<file path="src/rtl/cal_pkg.sv">
// ----------------------------------------------------------------------------
// cal_pkg: shared types and constants of the cursor array list
// Operation and status codes, field widths and the command that the control
// unit broadcasts to the row of entry cells.
// ----------------------------------------------------------------------------
package cal_pkg;

    localparam int CAL_CAPACITY     = 256;
    localparam int CAL_DATA_WIDTH   = 32;
    localparam int CAL_ADDR_MAX_W   = 12;   // enough for the largest capacity
    localparam int CAL_DATA_MAX_W   = 64;   // widest stored element

    localparam int MODE_W   = 4;
    localparam int VALUE_W  = 32;
    localparam int INDEX_W  = 8;
    localparam int STATUS_W = 3;
    localparam int COUNT_W  = 9;
    localparam int CURSOR_W = 8;

    localparam int IN_TDATA_W  = 48;
    localparam int OUT_TDATA_W = 56;

    typedef enum logic [MODE_W-1:0] {
        MODE_INS_BEFORE = 4'd0,
        MODE_INS_AFTER  = 4'd1,
        MODE_DELETE     = 4'd2,
        MODE_PREV       = 4'd3,
        MODE_NEXT       = 4'd4,
        MODE_START      = 4'd5,
        MODE_END        = 4'd6,
        MODE_RD_IDX     = 4'd7,
        MODE_WR_IDX     = 4'd8,
        MODE_RD_CUR     = 4'd9,
        MODE_WR_CUR     = 4'd10
    } t_mode;

    typedef enum logic [STATUS_W-1:0] {
        ST_OK    = 3'd0,
        ST_EMPTY = 3'd1,
        ST_RANGE = 3'd2,
        ST_FULL  = 3'd3,
        ST_EDGE  = 3'd4
    } t_status;

    typedef enum logic [1:0] {
        CELL_HOLD = 2'd0,
        CELL_INS  = 2'd1,
        CELL_DEL  = 2'd2,
        CELL_WR   = 2'd3
    } t_cell_op;

    typedef struct packed {
        t_cell_op                  op;
        logic                      rd_load;   // snapshot entries into read chain
        logic                      rd_shift;  // move read chain one cell down
        logic [CAL_ADDR_MAX_W-1:0] addr;
        logic [CAL_DATA_MAX_W-1:0] value;
    } t_cell_cmd;

    typedef enum logic {
        S_IDLE = 1'b0,
        S_READ = 1'b1
    } t_state;

endpackage

</file>
<file path="src/rtl/cal_cell.sv">
// ----------------------------------------------------------------------------
// cal_cell: one entry of the list
// Holds one element and one read-chain stage. Takes its left or right
// neighbor on insert or delete, the broadcast value on a write or an insert at its own place.
// ----------------------------------------------------------------------------
module cal_cell
    import cal_pkg::*;
#(
    parameter int DATA_WIDTH = CAL_DATA_WIDTH,
    parameter int IDX        = 0
) (
    input  logic                  i_clk,
    input  t_cell_cmd             i_cmd,
    input  logic [DATA_WIDTH-1:0] i_left,
    input  logic [DATA_WIDTH-1:0] i_right,
    input  logic [DATA_WIDTH-1:0] i_col_right,
    output logic [DATA_WIDTH-1:0] o_entry,
    output logic [DATA_WIDTH-1:0] o_col
);

    localparam logic [CAL_ADDR_MAX_W-1:0] MY_ADDR = CAL_ADDR_MAX_W'(IDX);

    logic [DATA_WIDTH-1:0] r_entry;
    logic [DATA_WIDTH-1:0] r_col;

    always_ff @(posedge i_clk) begin
        case (i_cmd.op)
            CELL_INS: begin
                if (MY_ADDR > i_cmd.addr) begin
                    r_entry <= i_left;
                end else if (MY_ADDR == i_cmd.addr) begin
                    r_entry <= i_cmd.value[DATA_WIDTH-1:0];
                end
            end
            CELL_DEL: begin
                if (MY_ADDR >= i_cmd.addr) begin
                    r_entry <= i_right;
                end
            end
            CELL_WR: begin
                if (MY_ADDR == i_cmd.addr) begin
                    r_entry <= i_cmd.value[DATA_WIDTH-1:0];
                end
            end
            default: begin
            end
        endcase
    end

    always_ff @(posedge i_clk) begin
        if (i_cmd.rd_load) begin
            r_col <= r_entry;
        end else if (i_cmd.rd_shift) begin
            r_col <= i_col_right;
        end
    end

    assign o_entry = r_entry;
    assign o_col   = r_col;

endmodule

</file>
<file path="config.mk">
export PLATFORM = sky130hd
export DESIGN_NAME = cal_cell
export DESIGN_NICKNAME = d
export VERILOG_FILES = /design/src/rtl/cal_pkg.sv /design/src/rtl/cal_cell.sv
export SDC_FILE = /design/constraint.sdc
export NUM_CORES = 1
export LEC_CHECK = 0
export BUFFER_PORTS_ARGS = -buffer_cell sky130_fd_sc_hd__buf_2
export CORE_ASPECT_RATIO = 0.5
export CORE_MARGIN = 2
export CORE_UTILIZATION = 45
export CTS_BUF_LIST = sky130_fd_sc_hd__clkbuf_2 sky130_fd_sc_hd__clkbuf_4 sky130_fd_sc_hd__clkbuf_8
export DETAILED_ROUTE_END_ITERATION = 8
export GPL_TIMING_DRIVEN = 0
export PLACE_DENSITY = 0.88
export SETUP_SLACK_MARGIN = 0.15
export SYNTH_ARGS = -nofsm -noshare
export SYNTH_HDL_FRONTEND = slang
export SYNTH_SLANG_ARGS = --single-unit
</file>
<file path="constraint.sdc">
create_clock -name i_clk -period 5 [get_ports i_clk]
set_input_delay 0.75 -clock i_clk [delete_from_list [all_inputs] [get_ports i_clk]]
set_output_delay 0.75 -clock i_clk [all_outputs]
set_load 0.1 [all_outputs]
</file>
==> impl_metrics.yaml <==
sta:
  finalClockSkew_ps: 8.18
  fin_crit_ps: 2560
  finalSetupTns_ps: 0
  fmax_mhz: 391
  slew_violations: 0
  max_slew_margin_pct: 43.3
  worstMarginPinSlew_ps: 850
  finalSetupViolCount: 0
  rsz0062_at_grt: "no"
  final_hold_viol_count: 0
  post-route-worst-setup-slack_ps: 2440
  min_period_over_period_pct: 51.1
clock_network:
  ctsResizeCount: 0
  cts_buffers: 9
  clk_path_buf_depth: 2
  htreeDepth: 3
  clock_latency_ps: 360
  cts_setup_buffers: 0
  cts.clk_slew.worst_paths_ps: 70
  clock_sinks: 64
  ctsHoldBuffers: 0
  cts_root_buf: "clkbuf_8"
  cts_tree: "yes"
route:
  remaining_drc_errors: 0
  drt_iter0_drc: 278
  via_count: 3129
  vias_per_cell: 5.67
  wl_um: 10000
  wl_per_cell_um: 18.2
  ant_nets: 0
  drt_pre_antenna_iters: 4
critical_path:
  critPathArrivalTime_ps: 2540
  cp_common_cell: "buf_2"
  path_buf_inv: 2
  rrSetupSlack_ps: 4010
  crit_cells: 4
  r2r_start: "o_entry[1]"
  cp_slowest_cell: "a41o_2"
  endpoint: "o_entry[21]"
  criticalPathCategory: "input pin to flop"
  reg2reg_depth: 1
  critPathTopFamily: "compound AO/OA/AOI/OAI gates"
  cpPeakStageDelay_ps: 730
  worstPathRequired_ps: 4990
  critPathMaxFanout: 32
  startpoint_type: "input pin"
  crit_path_start: "i_cmd[68]"
  timing.rr.end: "o_col[1]"
  crit_chain: "buf_2, nor4_2, buf_2, a41o_2"
  end_kind: "flop"
layout:
  syn_to_final_growth_pct: 36.6
  multiInputGateArea_um2: 1210
  n_fill_cell: 588
  nets: 628
  antenna_cells: 0
  final-seq-area_um2: 1920
  drive_gt1_share_pct: 54.4
grt:
  grt-ovfl-total: 0
  gr-usage-met3_pct: 7.68
  grt_antenna_before_repair: 0
  grt_pass1_wl_um: 15400
  grt_usage_pct: 24.5
  grtUsageMet2_pct: 40.5
  grt_pass1_vias: 3075
  grt_max_degree: 33
  grtUsageMet1_pct: 30.1
  top_usage_layer: "met2"
synth:
  synth-edff-count: 64
  synthCells: 265
  ys_seq_area_share_pct: 57.7
  synth_area_um2: 3330
  synth-async-reset-ratio_pct: 0
  synth_cell_types: 17
  ys_top_cells_by_area: "edfxtp_1 58%, mux2_2 11%, o31ai_1 7.2%, a31oi_1 6.0%, nand4_1 6.0%"
  ys_ff_latch: 64
  yosysTopAreaCell: "edfxtp_1"
  yosysWarnings: 0
  synth.most_common_cell: "edfxtp_1"
  synth_top_cell_area_share_pct: 57.7
  syn-num-nets: 442
  avgSynthCellArea_um2: 12.6
  synthFlopType: "edfxtp_1"
placement:
  place.gp.congestion: 0.866
  dpl.hpwl_um: 7130
  detailedPlace.worstSlack_ps: 1630
  io_buffers: 175
min_path:
  hp-class: "flop to flop"
pwr:
  ir_worst_vdd_v: 0.000161
  p_leak_nw: 1.83
  p_total_mw: 1.68
  pwr_density_cell_nw_per_um2: 368
flow_run:
  drv_cap: 0
die:
  start_util_pct: 46.0
  core_um2: 7240
  dieArea_um2: 8140
  die-width_um: 126
  rows: 22
  io_pins: 241
  die_height_um: 64.8
outcome:
  status: "completed"
[worst min-delay path by stage]
| stage | startpoint | end | slack, ps | cells past startpoint |
|---|---|---|---|---|
| global placement | o_entry[9] | o_col[9] | 580 | 1 |
| CTS | o_entry[13] | o_col[13] | 620 | 1 |
| global route | o_entry[18] | o_col[18] | 650 | 1 |
| finish | o_entry[13] | o_col[13] | 620 | 1 |
| detailed placement | o_entry[31] | o_col[31] | 590 | 1 |
| floorplan | i_col_right[0] | o_col[0] | 970 | 1 |
[placed cells by master (no fill, tap or decap), types with 4 or more instances in the layout]
cell | Yosys | routed
buf_2 | 13 | 188
a31oi_1 | 32 | 32
nand4_1 | 32 | 32
mux2_2 | 32 | 32
o31ai_1 | 32 | 32
edfxtp_1 | 64 | 64
buf_6 | 4 | 4
nor2_1 | 32 | 32
clkbuf_8 | 0 | 9
clkbuf_1 | 11 | 11
[layout make-up]
type                            instances  share of cell area, %
Sequential cell                        64                   42.3
Multi-Input combinational cell        169                   26.6
Timing Repair Buffer                  175                   19.3
Buffer                                 32                   4.40
Clock buffer                            9                   2.72
Tap cell                               96                   2.64
Clock inverter                          7                   2.12
[logic make-up (layout without fill, tap and decap cells)]
group / count (synthesis) / in the layout / synth area share [%]
AND/OR/NAND/NOR: 72 / 72 / 11.9
multiplexers: 32 / 32 / 10.8
AO/OA/AOI/OAI: 65 / 65 / 13.5
buffers and inverters: 32 / 223 / 6.01
flip-flops: 64 / 64 / 57.7
[metrics by stage]
| stage | cell area [um2] | hold WS [ps] | instances | utilization (%) |
|---|---|---|---|---|
| final | 4550 | 620 | 552 | 62.8 |
| after global routing | 4550 | 651 | 552 | 62.8 |
| after CTS | 4550 | 616 | 552 | 62.8 |
| after detailed placement | 4330 | 592 | 536 | 59.7 |
| after global placement | 4330 | 582 | 536 | 59.7 |
| after floorplan | 3330 | 970 | 265 | - |
[routing by layer]
layer / wire length, um / vias to the layer above
met5: 0 / -
met4: 224 / 0
met3: 607 / 19
met2: 5130 / 129
met1: 4070 / 1529
li1: - / 1452
[power breakdown]
| group | internal (mW) | switching [mW] | total [mW] |
|---|---|---|---|
| registers | 0.647 | 0.0224 | 0.670 |
| clock network | 0.280 | 0.215 | 0.495 |
| logic | 0.103 | 0.407 | 0.510 |
[state kept, by name, summed over array words and instances (netlist names)]
signal   cells
o_col       32
o_entry     32
No activity file was read; power rests on OpenSTA's default activity.
