## src/rtl/cal_pkg.sv

```systemverilog
// ----------------------------------------------------------------------------
// cal_pkg: shared types and constants of the cursor array list
// Operation and status codes, field widths and the command that the control
// unit broadcasts to the row of entry cells.
// ----------------------------------------------------------------------------
package cal_pkg;

    localparam int CAL_CAPACITY     = 256;
    localparam int CAL_DATA_WIDTH   = 32;
    localparam int CAL_ADDR_MAX_W   = 12;   // enough for the largest capacity
    localparam int CAL_DATA_MAX_W   = 64;   // widest stored element

    localparam int MODE_W   = 4;
    localparam int VALUE_W  = 32;
    localparam int INDEX_W  = 8;
    localparam int STATUS_W = 3;
    localparam int COUNT_W  = 9;
    localparam int CURSOR_W = 8;

    localparam int IN_TDATA_W  = 48;
    localparam int OUT_TDATA_W = 56;

    typedef enum logic [MODE_W-1:0] {
        MODE_INS_BEFORE = 4'd0,
        MODE_INS_AFTER  = 4'd1,
        MODE_DELETE     = 4'd2,
        MODE_PREV       = 4'd3,
        MODE_NEXT       = 4'd4,
        MODE_START      = 4'd5,
        MODE_END        = 4'd6,
        MODE_RD_IDX     = 4'd7,
        MODE_WR_IDX     = 4'd8,
        MODE_RD_CUR     = 4'd9,
        MODE_WR_CUR     = 4'd10
    } t_mode;

    typedef enum logic [STATUS_W-1:0] {
        ST_OK    = 3'd0,
        ST_EMPTY = 3'd1,
        ST_RANGE = 3'd2,
        ST_FULL  = 3'd3,
        ST_EDGE  = 3'd4
    } t_status;

    typedef enum logic [1:0] {
        CELL_HOLD = 2'd0,
        CELL_INS  = 2'd1,
        CELL_DEL  = 2'd2,
        CELL_WR   = 2'd3
    } t_cell_op;

    typedef struct packed {
        t_cell_op                  op;
        logic                      rd_load;   // snapshot entries into read chain
        logic                      rd_shift;  // move read chain one cell down
        logic [CAL_ADDR_MAX_W-1:0] addr;
        logic [CAL_DATA_MAX_W-1:0] value;
    } t_cell_cmd;

    typedef enum logic {
        S_IDLE = 1'b0,
        S_READ = 1'b1
    } t_state;

endpackage

```

## src/rtl/cal_ctrl.sv

```systemverilog
// ----------------------------------------------------------------------------
// cal_ctrl: control unit of the cursor array list
// Decodes each operation, keeps count and cursor, drives the cell row and
// holds the result register toward the output stream.
// ----------------------------------------------------------------------------
module cal_ctrl
    import cal_pkg::*;
#(
    parameter int CAPACITY   = CAL_CAPACITY,
    parameter int DATA_WIDTH = CAL_DATA_WIDTH
) (
    input  logic                  i_clk,
    input  logic                  i_rst_n,
    input  logic                  i_in_valid,
    output logic                  o_in_ready,
    input  logic [MODE_W-1:0]     i_mode,
    input  logic [VALUE_W-1:0]    i_value,
    input  logic [INDEX_W-1:0]    i_index,
    output logic                  o_out_valid,
    input  logic                  i_out_ready,
    output logic [STATUS_W-1:0]   o_status,
    output logic [VALUE_W-1:0]    o_data,
    output logic [COUNT_W-1:0]    o_count,
    output logic [CURSOR_W-1:0]   o_cursor,
    output t_cell_cmd             o_cmd,
    input  logic [DATA_WIDTH-1:0] i_col
);

    localparam int AW = $clog2(CAPACITY);
    localparam int LW = $clog2(CAPACITY + 1);
    localparam int CW = (LW > INDEX_W) ? LW : INDEX_W;
    localparam logic [LW-1:0] FULL_LEN = LW'(CAPACITY);

    t_state r_state, n_state;
    logic [LW-1:0]       r_len, n_len;
    logic [AW-1:0]       r_pos, n_pos;
    logic [AW-1:0]       r_cnt, n_cnt;
    logic                r_ovalid, n_ovalid;
    logic [STATUS_W-1:0] r_status, n_status;
    logic [VALUE_W-1:0]  r_data, n_data;
    logic [COUNT_W-1:0]  r_count, n_count;
    logic [CURSOR_W-1:0] r_cursor, n_cursor;

    t_mode              mode;
    logic               accept;
    logic               out_free;
    logic               empty;
    logic               full;
    logic               idx_ok;
    logic               rd_go;
    logic signed [63:0] val64;
    logic signed [63:0] col64;

    assign mode     = t_mode'(i_mode);
    assign out_free = !r_ovalid || i_out_ready;
    assign accept   = i_in_valid && o_in_ready;
    assign empty    = (r_len == '0);
    assign full     = (r_len == FULL_LEN);
    assign idx_ok   = CW'(i_index) < CW'(r_len);
    assign rd_go    = ((mode == MODE_RD_IDX) && idx_ok) || ((mode == MODE_RD_CUR) && !empty);
    assign val64    = 64'(signed'(i_value));
    assign col64    = 64'(signed'(i_col));

    // next state
    always_comb begin
        n_state = r_state;
        case (r_state)
            S_IDLE: begin
                if (accept && rd_go) begin
                    n_state = S_READ;
                end
            end
            S_READ: begin
                if ((r_cnt == '0) && out_free) begin
                    n_state = S_IDLE;
                end
            end
            default: n_state = S_IDLE;
        endcase
    end

    // outputs and datapath
    always_comb begin
        logic    fin;
        t_status st;
        fin        = 1'b0;
        st         = ST_OK;
        n_len      = r_len;
        n_pos      = r_pos;
        n_cnt      = r_cnt;
        n_ovalid   = r_ovalid && !i_out_ready;
        n_status   = r_status;
        n_data     = r_data;
        n_count    = r_count;
        n_cursor   = r_cursor;
        o_in_ready = (r_state == S_IDLE) && out_free;
        o_cmd          = '0;
        o_cmd.op       = CELL_HOLD;
        o_cmd.value    = val64;

        if (accept) begin
            fin = 1'b1;
            case (mode)
                MODE_INS_BEFORE, MODE_INS_AFTER: begin
                    if (full) begin
                        st = ST_FULL;
                    end else if (empty) begin
                        o_cmd.op   = CELL_INS;
                        o_cmd.addr = '0;
                        n_len      = LW'(1);
                        n_pos      = '0;
                    end else if (mode == MODE_INS_BEFORE) begin
                        o_cmd.op   = CELL_INS;
                        o_cmd.addr = CAL_ADDR_MAX_W'(r_pos);
                        n_pos      = r_pos + AW'(1);
                        n_len      = r_len + LW'(1);
                    end else begin
                        o_cmd.op   = CELL_INS;
                        o_cmd.addr = CAL_ADDR_MAX_W'(r_pos + AW'(1));
                        n_len      = r_len + LW'(1);
                    end
                end
                MODE_DELETE: begin
                    if (empty) begin
                        st = ST_EMPTY;
                    end else begin
                        o_cmd.op   = CELL_DEL;
                        o_cmd.addr = CAL_ADDR_MAX_W'(r_pos);
                        n_len      = r_len - LW'(1);
                        if (r_len == LW'(1)) begin
                            n_pos = '0;
                        end else if ((LW'(r_pos) == r_len - LW'(1)) && (r_pos != '0)) begin
                            // cursor on the last entry steps back
                            n_pos = r_pos - AW'(1);
                        end
                    end
                end
                MODE_PREV: begin
                    if (empty) begin
                        st = ST_EMPTY;
                    end else if (r_pos == '0) begin
                        st = ST_EDGE;
                    end else begin
                        n_pos = r_pos - AW'(1);
                    end
                end
                MODE_NEXT: begin
                    if (empty) begin
                        st = ST_EMPTY;
                    end else if ((LW'(r_pos) + LW'(1)) >= r_len) begin
                        st = ST_EDGE;
                    end else begin
                        n_pos = r_pos + AW'(1);
                    end
                end
                MODE_START: begin
                    if (empty) begin
                        st = ST_EMPTY;
                    end else begin
                        n_pos = '0;
                    end
                end
                MODE_END: begin
                    if (empty) begin
                        st = ST_EMPTY;
                    end else begin
                        n_pos = AW'(r_len - LW'(1));
                    end
                end
                MODE_RD_IDX: begin
                    if (!idx_ok) begin
                        st = ST_RANGE;
                    end else begin
                        fin           = 1'b0;
                        o_cmd.rd_load = 1'b1;
                        n_cnt         = AW'(i_index);
                    end
                end
                MODE_WR_IDX: begin
                    if (!idx_ok) begin
                        st = ST_RANGE;
                    end else begin
                        o_cmd.op   = CELL_WR;
                        o_cmd.addr = CAL_ADDR_MAX_W'(AW'(i_index));
                    end
                end
                MODE_RD_CUR: begin
                    if (empty) begin
                        st = ST_EMPTY;
                    end else begin
                        fin           = 1'b0;
                        o_cmd.rd_load = 1'b1;
                        n_cnt         = r_pos;
                    end
                end
                MODE_WR_CUR: begin
                    if (empty) begin
                        st = ST_EMPTY;
                    end else begin
                        o_cmd.op   = CELL_WR;
                        o_cmd.addr = CAL_ADDR_MAX_W'(r_pos);
                    end
                end
                default: begin
                end
            endcase
            if (fin) begin
                n_ovalid = 1'b1;
                n_status = st;
                n_data   = '0;
                n_count  = COUNT_W'(n_len);
                n_cursor = CURSOR_W'(n_pos);
            end
        end else if (r_state == S_READ) begin
            // the read chain brings the addressed entry down to cell 0
            if (r_cnt != '0) begin
                o_cmd.rd_shift = 1'b1;
                n_cnt          = r_cnt - AW'(1);
            end else if (out_free) begin
                n_ovalid = 1'b1;
                n_status = ST_OK;
                n_data   = col64[VALUE_W-1:0];
                n_count  = COUNT_W'(r_len);
                n_cursor = CURSOR_W'(r_pos);
            end
        end
    end

    always_ff @(posedge i_clk) begin
        if (!i_rst_n) begin
            r_state  <= S_IDLE;
            r_len    <= '0;
            r_pos    <= '0;
            r_ovalid <= 1'b0;
        end else begin
            r_state  <= n_state;
            r_len    <= n_len;
            r_pos    <= n_pos;
            r_ovalid <= n_ovalid;
        end
    end

    always_ff @(posedge i_clk) begin
        r_cnt    <= n_cnt;
        r_status <= n_status;
        r_data   <= n_data;
        r_count  <= n_count;
        r_cursor <= n_cursor;
    end

    assign o_out_valid = r_ovalid;
    assign o_status    = r_status;
    assign o_data      = r_data;
    assign o_count     = r_count;
    assign o_cursor    = r_cursor;

endmodule

```

## config.mk

```make
export PLATFORM = sky130hd
export DESIGN_NAME = cal_ctrl
export DESIGN_NICKNAME = d
export VERILOG_FILES = /design/src/rtl/cal_pkg.sv /design/src/rtl/cal_ctrl.sv
export SDC_FILE = /design/constraint.sdc
export NUM_CORES = 1
export LEC_CHECK = 0
export ABC_AREA = 1
export ABC_CLOCK_PERIOD_IN_PS = 4900
export BUFFER_PORTS_ARGS = -buffer_cell sky130_fd_sc_hd__buf_2
export CORE_AREA = 2 2 122 124
export CTS_CLUSTER_SIZE = 40
export DETAILED_ROUTE_END_ITERATION = 16
export DIE_AREA = 0 0 124 126
export PLACE_DENSITY = 0.84
export SKIP_CTS_REPAIR_TIMING = 1
export SYNTH_ARGS = -nofsm -noshare
export SYNTH_HDL_FRONTEND = slang
export SYNTH_SLANG_ARGS = --single-unit
```

## constraint.sdc

```tcl
create_clock -name i_clk -period 4.9 [get_ports i_clk]
set_clock_uncertainty 0.2 [all_clocks]
set_input_delay 0.245 -clock i_clk [delete_from_list [all_inputs] [get_ports i_clk]]
set_output_delay 0.245 -clock i_clk [all_outputs]
set_load 0.01 [all_outputs]
```

==> reports/qor.csv <==
metric,value,unit
dieArea,15600,µm²
start_util,44.1,%
yosysSeqAreaShare,34.5,%
die_y,126,µm
pwr-share-clk,36.8,%
first_global_vias,5542,
die_x,124,µm
cts_tree,done,
finalMaxSlewViolations,0,
drtIter0Drc,843,
root_buffer,clkbuf_16,
hold_slack,-42.0,ps
wirelength,20.3,mm
p_seq_share,42.7,%
grt_overflow,0,
p_leak,3.52,nW
areaGrowthSynthToFinish,11.7,%
clk_path_buf_depth,2,
synth_top_area_share,28.5,%
p_switching,0.582,mW
max_freq,256,MHz
fin_crit,3900,ps
vias_per_cell,5.55,
first_pass_iters,6,
worst_pin_slew,1170,ps
critPathMaxFanout,14,
hold_viol,6,
clk_pin_slew,60,ps
slew_headroom,21.5,%
dp_hpwl,14.4,mm
numCtsBuffers,9,
internal_power,1.29,mW
dpl_cell_area,6530,µm²
comb_power_share,20.5,%
max-cap-violations,0,
pin_count,214,
finalSetupTns,0,ps
num_vias,6233,
drive_gt1_share,18.4,%
layout.nets,1040,
ir_drop,0.000194,V
end_kind,flop,
grt_max_degree,54,
dpl.cell_count,1084,
crit_path_start_kind,flop,
min_path_type,in -> reg,
worst-path-buf-inv,3,
ant_nets,0,
ys_warn_count,0,
clock-sinks,79,
synthFlopType,edfxtp_1,
stdcell_count,1123,
placement.io_buffers,114,
outcome,finished with violations,
yosys_register_bits,79,
grt_pass1_wl,29.7,mm
synthTopCellsByArea,"edfxtp_1 (29%), nand2_1 (12%), buf_4 (8.2%)",
place_congestion,1.01,
synth_area,6320,µm²
crit_arrival,3930,ps
path_cells,inv_1 > nor3_2 > nand4_1 > o21ai_2 > nand2_1 > ha_1 > inv_1 > nor3_1 > nand3b_1 > o2111ai_1 > nor2_2 > nand2_1 > nand2_1 > nand3_1 > nand3_1 > nand2_1 > inv_1,
crit_family,simple AND/OR/NAND/NOR gates,
violations,hold timing,
final_common_cell,nand2_1,
gr-usage-all-layers,24.8,%
final_area,7050,µm²
core-area,14300,µm²
antenna_cells,0,
crit_path_frequent_cell,nand2_1,
htree_levels,3,
cp.required,4920,ps
postSynthAreaPerCell,7.23,µm²
wl_per_cell,18.1,µm
synth_async_sr_flop_share,0,%
final_cell_mix,"nand2_1 (207), buf_2 (114), inv_1 (108), nor2_1 (76), nand3_1 (64)",
synth_top_area_cell,edfxtp_1,
power.density,266,nW/µm²
setup_violations,0,
crit_type,reg -> reg,
clock_latency,350,ps
rows,44,
ys_types,48,
antenna_found_initial,0,
grt_setup_unrepaired,false,
synth_edf_count,60,
critPathMaxStageDelay,540,ps
drc,0,
synthCells,874,
cp_slowest_cell,dfxtp_1,
sw_frac_of_total,31.0,%
post-route-period-util,79.7,%
final timing paths:
| check | start | to | slack [ps] | cells past startpoint |
|---|---|---|---|---|
| setup / recovery | r_pos[0] | o_cursor[3] | 1000 | 17 |
| hold / removal | i_col[30] | o_data[30] | -40 | 3 |
| setup reg to reg | r_pos[0] | o_cursor[3] | 1000 | 17 |
| hold reg to reg | r_state | r_state | 320 | 2 |
final cells by class:
type	instances	area (µm²)
fill	1375	7260
multi-input combinational	583	3070
sequential	79	2180
timing repair buffer	139	816
inverter	122	460
tap	184	230
clock buffer	9	225
clock inverter	7	72.6
sequential cells by signal, summed over array words and instances (netlist names):
name	cells
r_len	9
r_pos	8
o_data	32
o_cursor	8
o_status	3
o_out_valid	1
o_count	9
r_cnt	8
r_state	1
worst register-to-register path: stages (launching register included):
cell and delay, ps:
dfxtp_1 540, inv_1 340, nor3_2 320, nand4_1 200, o21ai_2 220, nand2_1 90
ha_1 320, inv_1 70, nor3_1 60, nand3b_1 80, o2111ai_1 130, nor2_2 400
nand2_1 340, nand2_1 130, nand3_1 80, nand3_1 140, nand2_1 80, inv_1 50
logic make-up (layout without fill, tap and decap cells):
| family | Yosys count | after routing | share of synthesized area, % |
|---|---|---|---|
| xor gates and xnor gates | 14 | 14 | 1.94 |
| and+or+nand+nor | 410 | 410 | 29.2 |
| buffers and inverters | 214 | 277 | 17.2 |
| adders and majority gates | 26 | 26 | 5.15 |
| other | 1 | 3 | 0.0594 |
| AOI/OAI and AO/OA | 130 | 130 | 11.9 |
| DFF | 79 | 79 | 34.5 |
cell usage after synthesis (3+ instances only):
cell,instances
nand2_1,207
inv_1,108
nor2_1,76
buf_4,69
nand3_1,64
edfxtp_1,60
a21oi_1,50
o21ai_0,38
ha_1,26
nand4_1,22
dfxtp_1,19
buf_2,11
xor2_1,11
clkbuf_1,10
inv_2,9
nor2_2,9
nand2_2,8
o22ai_1,8
nor3_1,7
o211ai_1,7
o21ai_1,5
a221oi_1,4
clkinv_1,4
nand3b_1,3
o221ai_1,3
xnor2_1,3
metrics by stage:
| stage | worst slack (ps) | hold WS, ps | utilization (%) | power (mW) |
|---|---|---|---|---|
| 6_report | 996 | -42.0 | 49.3 | 1.87 |
| 3_3_place_gp | 1190 | 288 | 45.6 | 1.17 |
| 3_5_place_dp | 1070 | 290 | 45.6 | 1.17 |
| 4_1_cts | 1070 | -45.6 | 47.7 | 1.86 |
| 5_1_grt | 665 | -0.670 | 49.3 | 1.95 |
| 2_1_floorplan | 910 | 218 | - | 1.10 |
per-layer routing:
metal / GRT usage (%) / wire length, µm / vias up
met1: 31.9 / 7830 / 2818
li1: - / - / 2941
met4: 13.4 / 976 / 0
met2: 39.3 / 9260 / 404
met5: 0 / 0 / -
met3: 4.57 / 2240 / 70
power groups by stage:
stage               Combinational [mW]  Sequential (mW)  Clock [mW]
floorplan                        0.277            0.821           0
global route                     0.425            0.804       0.723
global placement                 0.358            0.812           0
finish                           0.385            0.800       0.690
CTS                              0.363            0.798       0.694
detailed placement               0.361            0.812           0
Note: power is estimated with default switching activity, not from simulation.
